`config.mk`:
```
export PLATFORM = sky130hd
export DESIGN_NAME = prefix_expression_stack_evaluator_flat
export DESIGN_NICKNAME = d
export VERILOG_FILES = /design/src/rtl/core/pes_pkg.sv /design/src/rtl/core/pes_if.sv /design/src/rtl/core/prefix_expression_stack_evaluator.sv /design/src/rtl/core/pes_divider.sv /design/src/rtl/core/pes_sequencer.sv /design/src/flat_wrapper.sv
export SDC_FILE = /design/constraint.sdc
export NUM_CORES = 2
export LEC_CHECK = 0
export BUFFER_PORTS_ARGS = -buffer_cell sky130_fd_sc_hd__buf_4
export CORE_ASPECT_RATIO = 2
export CORE_MARGIN = 1
export CORE_UTILIZATION = 58
export CTS_CLUSTER_SIZE = 28
export DETAILED_ROUTE_END_ITERATION = 8
export PLACE_DENSITY = 0.77
export SYNTH_ARGS = -nofsm -noshare
export SYNTH_HDL_FRONTEND = slang
export SYNTH_SLANG_ARGS = --single-unit
```
`constraint.sdc`:
```
create_clock -name clock -period 7.3 [get_ports clock]
set_input_delay 0.365 -clock clock [delete_from_list [all_inputs] [get_ports clock]]
set_output_delay 0.365 -clock clock [all_outputs]
set_load 0.05 [all_outputs]
```
`src/rtl/core/pes_pkg.sv`:
```
// shared types, constants and microcode table of the prefix expression evaluator
`timescale 1ns / 1ps

package pes_pkg;

   // stack geometry and word widths
   localparam int STACK_DEPTH = 64;
   localparam int DEPTH_W     = $clog2(STACK_DEPTH + 1);
   localparam int IDX_W       = $clog2(STACK_DEPTH);
   localparam int DATA_W      = 32;
   localparam int OPND_W      = 31;
   localparam int CMD_W       = 3;
   localparam int STATUS_W    = 3;
   localparam int DIV_CNT_W   = $clog2(DATA_W);

   // token commands
   typedef logic [CMD_W-1:0] cmd_type;
   localparam cmd_type CMD_PUSH = 3'd0;
   localparam cmd_type CMD_ADD  = 3'd1;
   localparam cmd_type CMD_SUB  = 3'd2;
   localparam cmd_type CMD_MUL  = 3'd3;
   localparam cmd_type CMD_DIV  = 3'd4;

   // result status codes
   typedef logic [STATUS_W-1:0] status_type;
   localparam status_type ST_OK    = 3'd0;
   localparam status_type ST_DIV0  = 3'd1;
   localparam status_type ST_UNDER = 3'd2;
   localparam status_type ST_OVER  = 3'd3;
   localparam status_type ST_LEFT  = 3'd4;

   // datapath actions driven by one control word
   typedef enum logic [3:0] {
      ACT_NONE,
      ACT_WAIT,
      ACT_PUSH,
      ACT_UNDER,
      ACT_READ,
      ACT_ALU,
      ACT_DIV0,
      ACT_DIVSTART,
      ACT_DIVWB,
      ACT_FINISH
   } act_type;

   // jump conditions of the sequencer
   typedef enum logic [2:0] {
      C_ALWAYS,
      C_NO_ACCEPT,
      C_DISPATCH,
      C_IS_DIV,
      C_RIGHT_ZERO,
      C_DIV_BUSY,
      C_OUT_BUSY
   } cond_type;

   // microcode addresses
   typedef logic [3:0] step_type;
   localparam step_type U_IDLE     = 4'd0;
   localparam step_type U_DISPATCH = 4'd1;
   localparam step_type U_PUSH     = 4'd2;
   localparam step_type U_UNDER    = 4'd3;
   localparam step_type U_READ     = 4'd4;
   localparam step_type U_EXEC     = 4'd5;
   localparam step_type U_ALU      = 4'd6;
   localparam step_type U_DIVCHK   = 4'd7;
   localparam step_type U_DIVGO    = 4'd8;
   localparam step_type U_DIVWAIT  = 4'd9;
   localparam step_type U_DIVWB    = 4'd10;
   localparam step_type U_DIVZ     = 4'd11;
   localparam step_type U_FIN      = 4'd12;

   // one control word: action, condition, target when true, target when false
   typedef struct packed {
      act_type  act;
      cond_type cond;
      step_type jump_step;
      step_type fall_step;
   } ucode_type;

   // status flags from the datapath to the sequencer
   typedef struct packed {
      logic accept;
      logic is_push;
      logic is_op;
      logic short_stack;
      logic is_div;
      logic right_zero;
      logic div_busy;
      logic out_busy;
   } seq_flags_type;

   // microcode program
   function automatic ucode_type ucode_rom(input step_type step);
      ucode_type word;
      unique case (step)
         U_IDLE:     word = '{ACT_WAIT,     C_NO_ACCEPT,  U_IDLE,    U_DISPATCH};
         U_DISPATCH: word = '{ACT_NONE,     C_DISPATCH,   U_FIN,     U_FIN};
         U_PUSH:     word = '{ACT_PUSH,     C_ALWAYS,     U_FIN,     U_FIN};
         U_UNDER:    word = '{ACT_UNDER,    C_ALWAYS,     U_FIN,     U_FIN};
         U_READ:     word = '{ACT_READ,     C_ALWAYS,     U_EXEC,    U_EXEC};
         U_EXEC:     word = '{ACT_NONE,     C_IS_DIV,     U_DIVCHK,  U_ALU};
         U_ALU:      word = '{ACT_ALU,      C_ALWAYS,     U_FIN,     U_FIN};
         U_DIVCHK:   word = '{ACT_NONE,     C_RIGHT_ZERO, U_DIVZ,    U_DIVGO};
         U_DIVGO:    word = '{ACT_DIVSTART, C_ALWAYS,     U_DIVWAIT, U_DIVWAIT};
         U_DIVWAIT:  word = '{ACT_NONE,     C_DIV_BUSY,   U_DIVWAIT, U_DIVWB};
         U_DIVWB:    word = '{ACT_DIVWB,    C_ALWAYS,     U_FIN,     U_FIN};
         U_DIVZ:     word = '{ACT_DIV0,     C_ALWAYS,     U_FIN,     U_FIN};
         U_FIN:      word = '{ACT_FINISH,   C_OUT_BUSY,   U_FIN,     U_IDLE};
         default:    word = '{ACT_NONE,     C_ALWAYS,     U_IDLE,    U_IDLE};
      endcase
      return word;
   endfunction

endpackage

```
`src/rtl/core/pes_if.sv`:
```
// token and result channel interfaces of the prefix expression evaluator
`timescale 1ns / 1ps

// token channel
interface pes_req_if;
   logic        valid;
   logic        ready;
   logic [2:0]  cmd;
   logic [30:0] operand;
   logic        last;

   modport source (output valid, output cmd, output operand, output last, input ready);
   modport sink   (input valid, input cmd, input operand, input last, output ready);
endinterface

// result channel
interface pes_rsp_if;
   logic               valid;
   logic               ready;
   logic signed [31:0] value;
   logic [2:0]         status;

   modport source (output valid, output value, output status, input ready);
   modport sink   (input valid, input value, input status, output ready);
endinterface

```
`src/rtl/core/prefix_expression_stack_evaluator.sv`:
```
// top level: value stack datapath under a microcoded sequencer
// Each token runs its own microcode path before the token port is ready again; a divide also waits on the divider.
// The result word of a last token is valid the cycle after its final step and is held
// in an output register; the token port takes one token at a time.
// Reset is synchronous: clears sequencer, depth, error and output valid; stack memory is not.
`timescale 1ns / 1ps

module prefix_expression_stack_evaluator import pes_pkg::*; (
   input logic      clock,
   input logic      reset,
   pes_req_if.sink  req,
   pes_rsp_if.source rsp
);

   act_type       act;
   seq_flags_type flags;
   logic          accept;
   logic          out_busy;
   logic          full;
   logic          div_busy;
   logic [DATA_W-1:0] div_quo;

   // token registers
   cmd_type           cmd_ff, cmd_in;
   logic [OPND_W-1:0] opnd_ff, opnd_in;
   logic              last_ff, last_in;

   // stack state
   logic [DATA_W-1:0]  tos_ff, tos_in;
   logic [DATA_W-1:0]  rd_ff;
   logic [DEPTH_W-1:0] depth_ff, depth_in;
   status_type         err_ff, err_in;
   logic [DEPTH_W-1:0] depth_m1;
   logic [DEPTH_W-1:0] depth_m2;
   logic [DATA_W-1:0]  stack_mem [STACK_DEPTH];
   logic [DATA_W-1:0]  alu_res;

   // output register
   logic               rsp_valid_ff, rsp_valid_in;
   logic signed [DATA_W-1:0] rsp_value_ff, rsp_value_in;
   status_type         rsp_status_ff, rsp_status_in;

   function automatic status_type note_err(input status_type cur, input status_type code);
      return (cur == ST_OK) ? code : cur;
   endfunction

   assign req.ready = (act == ACT_WAIT);
   assign accept    = req.valid && req.ready;
   assign out_busy  = last_ff && rsp_valid_ff && !rsp.ready;
   assign full      = (depth_ff == DEPTH_W'(STACK_DEPTH));
   assign depth_m1  = depth_ff - DEPTH_W'(1);
   assign depth_m2  = depth_ff - DEPTH_W'(2);

   // flags to the sequencer
   always_comb begin
      flags.accept      = accept;
      flags.is_push     = (cmd_ff == CMD_PUSH);
      flags.is_op       = (cmd_ff >= CMD_ADD) && (cmd_ff <= CMD_DIV);
      flags.short_stack = (depth_ff < DEPTH_W'(2));
      flags.is_div      = (cmd_ff == CMD_DIV);
      flags.right_zero  = (rd_ff == '0);
      flags.div_busy    = div_busy;
      flags.out_busy    = out_busy;
   end

   pes_sequencer u_seq (
      .clock (clock),
      .reset (reset),
      .flags (flags),
      .act   (act)
   );

   pes_divider u_div (
      .clock    (clock),
      .reset    (reset),
      .start    (act == ACT_DIVSTART),
      .dividend (tos_ff),
      .divisor  (rd_ff),
      .busy     (div_busy),
      .quotient (div_quo)
   );

   // add, subtract, multiply; left is top of stack, right the entry below
   always_comb begin
      case (cmd_ff)
         CMD_ADD: alu_res = tos_ff + rd_ff;
         CMD_SUB: alu_res = tos_ff - rd_ff;
         default: alu_res = tos_ff * rd_ff;
      endcase
   end

   // datapath actions
   always_comb begin
      cmd_in        = cmd_ff;
      opnd_in       = opnd_ff;
      last_in       = last_ff;
      tos_in        = tos_ff;
      depth_in      = depth_ff;
      err_in        = err_ff;
      rsp_valid_in  = rsp_valid_ff && !rsp.ready;
      rsp_value_in  = rsp_value_ff;
      rsp_status_in = rsp_status_ff;
      unique case (act)
         ACT_WAIT: begin
            if (accept) begin
               cmd_in  = req.cmd;
               opnd_in = req.operand;
               last_in = req.last;
            end
         end
         ACT_PUSH: begin
            if (full) begin
               err_in = note_err(err_ff, ST_OVER);
            end else begin
               tos_in   = {1'b0, opnd_ff};
               depth_in = depth_ff + DEPTH_W'(1);
            end
         end
         ACT_UNDER: begin
            err_in = note_err(err_ff, ST_UNDER);
         end
         ACT_ALU: begin
            tos_in   = alu_res;
            depth_in = depth_m1;
         end
         ACT_DIV0: begin
            err_in = note_err(err_ff, ST_DIV0);
         end
         ACT_DIVWB: begin
            tos_in   = div_quo;
            depth_in = depth_m1;
         end
         ACT_FINISH: begin
            if (last_ff && !out_busy) begin
               rsp_valid_in = 1'b1;
               if (depth_ff == '0) begin
                  rsp_value_in  = '0;
                  rsp_status_in = note_err(err_ff, ST_UNDER);
               end else begin
                  rsp_value_in  = $signed(tos_ff);
                  rsp_status_in = (depth_ff > DEPTH_W'(1)) ? note_err(err_ff, ST_LEFT)
                                                           : err_ff;
               end
               depth_in = '0;
               err_in   = ST_OK;
            end
         end
         default: begin
         end
      endcase
   end

   // control registers
   always_ff @(posedge clock) begin
      if (reset) begin
         depth_ff     <= '0;
         err_ff       <= ST_OK;
         rsp_valid_ff <= 1'b0;
      end else begin
         depth_ff     <= depth_in;
         err_ff       <= err_in;
         rsp_valid_ff <= rsp_valid_in;
      end
   end

   // payload registers
   always_ff @(posedge clock) begin
      cmd_ff        <= cmd_in;
      opnd_ff       <= opnd_in;
      last_ff       <= last_in;
      tos_ff        <= tos_in;
      rsp_value_ff  <= rsp_value_in;
      rsp_status_ff <= rsp_status_in;
   end

   // stack memory below the top register: one write, one registered read
   always_ff @(posedge clock) begin
      if (act == ACT_PUSH && !full && depth_ff != '0) begin
         stack_mem[depth_m1[IDX_W-1:0]] <= tos_ff;
      end
      if (act == ACT_READ) begin
         rd_ff <= stack_mem[depth_m2[IDX_W-1:0]];
      end
   end

   assign rsp.valid  = rsp_valid_ff;
   assign rsp.value  = rsp_value_ff;
   assign rsp.status = rsp_status_ff;

   // push onto a full stack keeps the depth and leaves an error
   a_full_push: assert property (@(posedge clock) disable iff (reset)
      (act == ACT_PUSH && full) |=> (full && err_ff != ST_OK))
      else $error("push onto full stack changed depth or lost error");

   // tokens are taken only with the divider idle
   a_ready_div: assert property (@(posedge clock) disable iff (reset)
      req.ready |-> !div_busy)
      else $error("token port ready while divider busy");

   // a new result leaves the stack emptied and the error cleared
   a_rsp_clear: assert property (@(posedge clock) disable iff (reset)
      $rose(rsp_valid_ff) |-> (depth_ff == '0 && err_ff == ST_OK))
      else $error("stack not cleared after result");

   // an arithmetic step pops exactly one entry
   a_alu_pop: assert property (@(posedge clock) disable iff (reset)
      (act == ACT_ALU) |=> (depth_ff == $past(depth_ff) - DEPTH_W'(1)))
      else $error("arithmetic step did not pop one entry");

endmodule

```
`src/rtl/core/pes_divider.sv`:
```
// iterative signed divider, one quotient bit per cycle, truncating toward zero
`timescale 1ns / 1ps

module pes_divider import pes_pkg::*; (
   input  logic              clock,
   input  logic              reset,
   input  logic              start,
   input  logic [DATA_W-1:0] dividend,
   input  logic [DATA_W-1:0] divisor,
   output logic              busy,
   output logic [DATA_W-1:0] quotient
);

   logic                 busy_ff, busy_in;
   logic [DIV_CNT_W-1:0] cnt_ff, cnt_in;
   logic [DATA_W-1:0]    rem_ff, rem_in;
   logic [DATA_W-1:0]    quo_ff, quo_in;
   logic [DATA_W-1:0]    dvs_ff, dvs_in;
   logic                 neg_ff, neg_in;
   logic [DATA_W:0]      trial;
   logic                 dend_neg;
   logic                 dvs_neg;

   assign dend_neg = dividend[DATA_W-1];
   assign dvs_neg  = divisor[DATA_W-1];
   assign trial    = {rem_ff, quo_ff[DATA_W-1]} - {1'b0, dvs_ff};

   // restoring step on magnitudes
   always_comb begin
      busy_in = busy_ff;
      cnt_in  = cnt_ff;
      rem_in  = rem_ff;
      quo_in  = quo_ff;
      dvs_in  = dvs_ff;
      neg_in  = neg_ff;
      if (start) begin
         busy_in = 1'b1;
         cnt_in  = '0;
         rem_in  = '0;
         quo_in  = dend_neg ? (DATA_W'(0) - dividend) : dividend;
         dvs_in  = dvs_neg ? (DATA_W'(0) - divisor) : divisor;
         neg_in  = dend_neg ^ dvs_neg;
      end else if (busy_ff) begin
         if (!trial[DATA_W]) begin
            rem_in = trial[DATA_W-1:0];
            quo_in = {quo_ff[DATA_W-2:0], 1'b1};
         end else begin
            rem_in = {rem_ff[DATA_W-2:0], quo_ff[DATA_W-1]};
            quo_in = {quo_ff[DATA_W-2:0], 1'b0};
         end
         cnt_in = cnt_ff + DIV_CNT_W'(1);
         if (cnt_ff == DIV_CNT_W'(DATA_W - 1)) begin
            busy_in = 1'b0;
         end
      end
   end

   // control registers
   always_ff @(posedge clock) begin
      if (reset) begin
         busy_ff <= 1'b0;
      end else begin
         busy_ff <= busy_in;
      end
   end

   // working registers
   always_ff @(posedge clock) begin
      cnt_ff <= cnt_in;
      rem_ff <= rem_in;
      quo_ff <= quo_in;
      dvs_ff <= dvs_in;
      neg_ff <= neg_in;
   end

   assign busy     = busy_ff;
   assign quotient = neg_ff ? (DATA_W'(0) - quo_ff) : quo_ff;

endmodule

```
`src/rtl/core/pes_sequencer.sv`:
```
// microcode sequencer: step counter, control table lookup and conditional jumps
`timescale 1ns / 1ps

module pes_sequencer import pes_pkg::*; (
   input  logic          clock,
   input  logic          reset,
   input  seq_flags_type flags,
   output act_type       act
);

   step_type  step_ff, step_in;
   ucode_type word;
   logic      cond_hit;
   step_type  dispatch_step;

   assign word = ucode_rom(step_ff);
   assign act  = word.act;

   // token dispatch
   always_comb begin
      if (flags.is_push) begin
         dispatch_step = U_PUSH;
      end else if (flags.is_op && flags.short_stack) begin
         dispatch_step = U_UNDER;
      end else if (flags.is_op) begin
         dispatch_step = U_READ;
      end else begin
         dispatch_step = U_FIN;
      end
   end

   // condition select
   always_comb begin
      unique case (word.cond)
         C_ALWAYS:     cond_hit = 1'b1;
         C_NO_ACCEPT:  cond_hit = !flags.accept;
         C_IS_DIV:     cond_hit = flags.is_div;
         C_RIGHT_ZERO: cond_hit = flags.right_zero;
         C_DIV_BUSY:   cond_hit = flags.div_busy;
         C_OUT_BUSY:   cond_hit = flags.out_busy;
         default:      cond_hit = 1'b0;
      endcase
   end

   // next step
   always_comb begin
      if (word.cond == C_DISPATCH) begin
         step_in = dispatch_step;
      end else if (cond_hit) begin
         step_in = word.jump_step;
      end else begin
         step_in = word.fall_step;
      end
   end

   always_ff @(posedge clock) begin
      if (reset) begin
         step_ff <= U_IDLE;
      end else begin
         step_ff <= step_in;
      end
   end

endmodule

```
`src/flat_wrapper.sv`:
```
// flat-port wrapper written by rule: the top's interface ports become plain ports
module prefix_expression_stack_evaluator_flat import pes_pkg::*;
  (clock, reset, req_valid, req_cmd, req_operand, req_last, req_ready, rsp_valid, rsp_value, rsp_status, rsp_ready);
  pes_req_if req_i ();
  pes_rsp_if rsp_i ();
  input logic clock;
  input logic reset;
  input wire logic [$bits(req_i.valid)-1:0] req_valid;
  input wire logic [$bits(req_i.cmd)-1:0] req_cmd;
  input wire logic [$bits(req_i.operand)-1:0] req_operand;
  input wire logic [$bits(req_i.last)-1:0] req_last;
  output wire logic [$bits(req_i.ready)-1:0] req_ready;
  output wire logic [$bits(rsp_i.valid)-1:0] rsp_valid;
  output wire logic [$bits(rsp_i.value)-1:0] rsp_value;
  output wire logic [$bits(rsp_i.status)-1:0] rsp_status;
  input wire logic [$bits(rsp_i.ready)-1:0] rsp_ready;
  assign req_i.valid = req_valid;
  assign req_i.cmd = req_cmd;
  assign req_i.operand = req_operand;
  assign req_i.last = req_last;
  assign req_ready = req_i.ready;
  assign rsp_valid = rsp_i.valid;
  assign rsp_value = rsp_i.value;
  assign rsp_status = rsp_i.status;
  assign rsp_i.ready = rsp_ready;
  prefix_expression_stack_evaluator u_core (.clock(clock), .reset(reset), .req(req_i), .rsp(rsp_i));
endmodule
```
==> summary.md <==
## Setup path
• number of buffer and inverter instances along the worst setup path: 3
• CP peak stage delay: 0.55 ns
• worst-case register-to-register setup slack: 0.06 ns
• cell chain of the critical path: buf_12 > and2_1 > fa_1 > inv_1 > fa_1 > fa_1 > fa_1 > inv_1 > ha_1 > ha_1 > fa_1 > fa_1 > ha_4 > a21o_1 > a2111o_1 > a41oi_2 > o21ai_4 > a311o_1 > a21o_4 > o31ai_4 > o21bai_2 > a221oi_2 > o21ai_1
• endpoint required time on the critical path: 7.88 ns
• Worst Setup Path Type: reg2reg
• Crit-path slowest cell: sky130_fd_sc_hd__fa_1
• CP Data Arrival Time: 7.82 ns
• cell class contributing the biggest share of worst-path delay: adder cells
• most repeated library cell on the critical path: sky130_fd_sc_hd__fa_1
• crit path launch type: flip-flop
• kind of end point of the critical path: flip-flop
• crit-path max FO: 14

## Yosys
• number of warnings reported in the yosys synthesis log: 0
• primary flip-flop cell chosen by synthesis mapping: sky130_fd_sc_hd__edfxtp_1
• per-instance average area after synthesis: 17.0 µm²
• sequential-to-total area share from yosys stat: 62.7%
• top cells by instance count after synthesis: sky130_fd_sc_hd__edfxtp_1 (2247), sky130_fd_sc_hd__mux4_2 (659), sky130_fd_sc_hd__inv_1 (447)
• most frequent cell after synthesis: sky130_fd_sc_hd__edfxtp_1
• cell area after synthesis: 0.110 mm²
• gate count of the mapped netlist: 6432
• net count of the mapped netlist: 7085
• share of flip-flops with an asynchronous set or reset: 0%
• area leader, netlist: sky130_fd_sc_hd__edfxtp_1
• flip-flop and latch count after synthesis: 2311
• number of distinct library cells after synthesis: 88
• leading post-synthesis cells by cell area: sky130_fd_sc_hd__edfxtp_1 (62%), sky130_fd_sc_hd__mux4_2 (14%), sky130_fd_sc_hd__fa_1 (7.5%)
• EDFF count, synth: 2247
• Synth top area share: 61.5%

## Timing
• Final Cycle Share: 99.2%
• Achievable Freq: 138 MHz
• final slew viol count: 0
• post-route clock skew: 0.0477 ns
• RSZ-0062 raised after global routing: true
• number of hold violations in the final report: 0
• actual slew at the worst max-slew pin: 1.38 ns
• Slew Limit Headroom: 7.16%
• min Tclk post-route: 7.24 ns
• Finish-stage setup viols: 0

## GRT
• largest net degree at the start of global routing: 134
• All-Layer GR Usage: 35.9%
• global-route congestion overflow total: 0
• number of antenna violations at the first check in global routing: 22
• global-route wire length before repair: 477000 µm
• via count of the first global-routing pass: 67400

## Clock tree
• clock tree from TritonCTS: done
• number of buffers created by CTS: 191
• CTS root buf: sky130_fd_sc_hd__clkbuf_16
• post-CTS clock slew at the launch and capture registers of the worst setup and hold paths: 0.08 ns
• H-tree levels: 4
• source-to-sink clock delay at the later pin of the worst-skew pair: 0.85 ns
• total clock sinks: 2311
• deepest clock path buffer count: 4

## Detailed routing
• antenna-violating nets left: 0
• DR vias/cell: 6.79
• remaining design rule violation count: 0
• WL final: 336000 µm
• number of detailed-route iterations in the first pass: 8
• DR vias: 63800
• average wire per cell in the routed design: 35.8 µm
• Detailed Route Iter0 Violations: 8157

## Finish
• Area growth syn-to-layout: 11.7%
• fill cell instance count of the final layout: 12100
• fin util: 65.2%
• nets: 7405
• fraction of final layout cells with drive strength greater than 1: 22.0%

## Floorplanning
• initial cell density of the core: 58.4%
• overall die area: 0.191 mm²
• core area: 0.188 mm²
• number of placed I/O pins: 76
• floorplan die width: 309 µm
• die height: 617 µm
• row count: 225

## Min path
• Hold WC Path Type: in2reg

## Place
• quantity of I/O buffers inserted on ports: 75
• placed wire-length estimate after detailed placement: 208000 µm
• final estimated routing congestion in global placement: 1.04

## Outcome
• run status: finished, final reports clean

## Flow run
• total of max-cap violations: 0

area by class of cell:
class	count	area (µm²)	area share (%)
Sequential cell	2311	68800	56.2
Multi-Input combinational cell	3320	38700	31.6
Clock buffer	230	5020	4.10
Timing Repair Buffer	479	4100	3.34
Tap cell	2497	3120	2.55
Inverter	449	1690	1.38
Clock inverter	106	1080	0.881
Antenna cell	5	12.5	0.0102
registers in the layout (all words and copies together), names as in the netlist:
signal               cells
u_core.rsp.valid         1
u_core.u_seq.word       15
u_core.u_div.busy        1
u_core.tos_ff           32
u_core.rd_ff            32
u_core.opnd_ff          31
u_core.rsp.value        32
u_core.u_div.cnt_ff      5
u_core.rsp.status        3
u_core.last_ff           1
u_core.u_div.neg_ff      1
u_core.depth_ff          7
u_core.u_div.rem_ff     32
u_core.stack_mem      2048
u_core.u_div.dvs_ff     32
u_core.cmd_ff            3
u_core.u_div.quo_ff     32
u_core.err_ff            3
logic make-up (layout without fill, tap and decap cells):
family / Yosys count / in the layout / share of synthesized area, %
muxes: 698 / 698 / 13.9
xor gates and xnor gates: 263 / 263 / 2.11
AOI/OAI and AO/OA: 552 / 552 / 3.27
and+or+nand+nor: 1193 / 1193 / 5.44
buffers and inverters: 801 / 1264 / 2.78
DFF: 2311 / 2311 / 62.7
other: 0 / 5 / 0
adders and majority gates: 614 / 614 / 9.81
worst paths after layout:
path                                                           start                                    to  depth (start not counted)
worst max-delay path                       u_core.rd_ff[2]$_DFFE_PN_           u_core.tos_ff[30]$_DFFE_PP_                         23
worst max register to register             u_core.rd_ff[2]$_DFFE_PN_           u_core.tos_ff[30]$_DFFE_PP_                         23
worst min-delay path                                  req_operand[0]           u_core.opnd_ff[0]$_DFFE_PP_                          2
worst min register to register  u_core.u_div.rem_ff[29]$_SDFFE_PP0P_  u_core.u_div.rem_ff[29]$_SDFFE_PP0P_                          2
worst register-to-register path, stage by stage (launching register included):
cell and delay (ns):
sky130_fd_sc_hd__edfxtp_1 0.44, sky130_fd_sc_hd__buf_12 0.18, sky130_fd_sc_hd__and2_1 0.18, sky130_fd_sc_hd__fa_1 0.53, sky130_fd_sc_hd__inv_1 0.05, sky130_fd_sc_hd__fa_1 0.49, sky130_fd_sc_hd__fa_1 0.44, sky130_fd_sc_hd__fa_1 0.55
sky130_fd_sc_hd__inv_1 0.04, sky130_fd_sc_hd__ha_1 0.27, sky130_fd_sc_hd__ha_1 0.29, sky130_fd_sc_hd__fa_1 0.46, sky130_fd_sc_hd__fa_1 0.55, sky130_fd_sc_hd__ha_4 0.22, sky130_fd_sc_hd__a21o_1 0.19, sky130_fd_sc_hd__a2111o_1 0.41
sky130_fd_sc_hd__a41oi_2 0.26, sky130_fd_sc_hd__o21ai_4 0.13, sky130_fd_sc_hd__a311o_1 0.36, sky130_fd_sc_hd__a21o_4 0.28, sky130_fd_sc_hd__o31ai_4 0.26, sky130_fd_sc_hd__o21bai_2 0.10, sky130_fd_sc_hd__a221oi_2 0.23, sky130_fd_sc_hd__o21ai_1 0.10
through the flow:
step / std cells / hold slack, ns / setup slack (ns) / setup TNS, ns / cell area (µm²)
after floorplan: 6432 / 0.454 / -0.386 / -1.71 / 110000
after global placement: 9001 / 0.483 / 0.0364 / 0 / 116000
after detailed placement: 9001 / 0.495 / -0.109 / -0.198 / 116000
after CTS: 9382 / 0.216 / 0.00192 / 0 / 122000
after global routing: 9393 / 0.252 / -0.153 / -0.518 / 122000
final: 9397 / 0.239 / 0.0568 / 0 / 122000
metal layers:
| layer | share of wire [%] | routed length [µm] | track usage, % | vias to the layer above |
|---|---|---|---|---|
| li1 | - | - | - | 24900 |
| met1 | 30 | 99500 | 37.8 | 32600 |
| met2 | 51 | 172000 | 61.4 | 4696 |
| met3 | 8.8 | 29700 | 7.16 | 1547 |
| met4 | 10 | 34400 | 30.1 | 20 |
| met5 | 0.047 | 159 | 0 | - |
placed cells by master (no fill, tap or decap), types with 32 or more instances in the layout:
cell type and count:
sky130_fd_sc_hd__o31ai_1 33, sky130_fd_sc_hd__nor2_4 66, sky130_fd_sc_hd__fa_1 407, sky130_fd_sc_hd__a21o_1 34, sky130_fd_sc_hd__xor2_1 113, sky130_fd_sc_hd__buf_4 407, sky130_fd_sc_hd__dfxtp_1 62, sky130_fd_sc_hd__xnor2_1 141
sky130_fd_sc_hd__nand2_1 424, sky130_fd_sc_hd__nor2b_1 32, sky130_fd_sc_hd__mux4_2 659, sky130_fd_sc_hd__clkbuf_1 32, sky130_fd_sc_hd__nor3_1 37, sky130_fd_sc_hd__ha_1 196, sky130_fd_sc_hd__and2_1 347, sky130_fd_sc_hd__nor2_1 110
sky130_fd_sc_hd__edfxtp_1 2247, sky130_fd_sc_hd__a21oi_1 117, sky130_fd_sc_hd__mux2i_1 36, sky130_fd_sc_hd__inv_1 446, sky130_fd_sc_hd__dlygate4sd3_1 36, sky130_fd_sc_hd__clkbuf_16 195, sky130_fd_sc_hd__o21ai_0 135
timing repair:
item | 4_1_cts | 5_1_grt
gates resized for setup | 2 | 23
pin swaps | 0 | 5
endpoints found under the hold margin | 52 | 0
hold buffers | 36 | 0
setup endpoints to repair | 5 | 10
setup buffers | 9 | 8
Power is not shown: default switching activity piles up to over one toggle a cycle in this logic, so the estimate is an artifact.
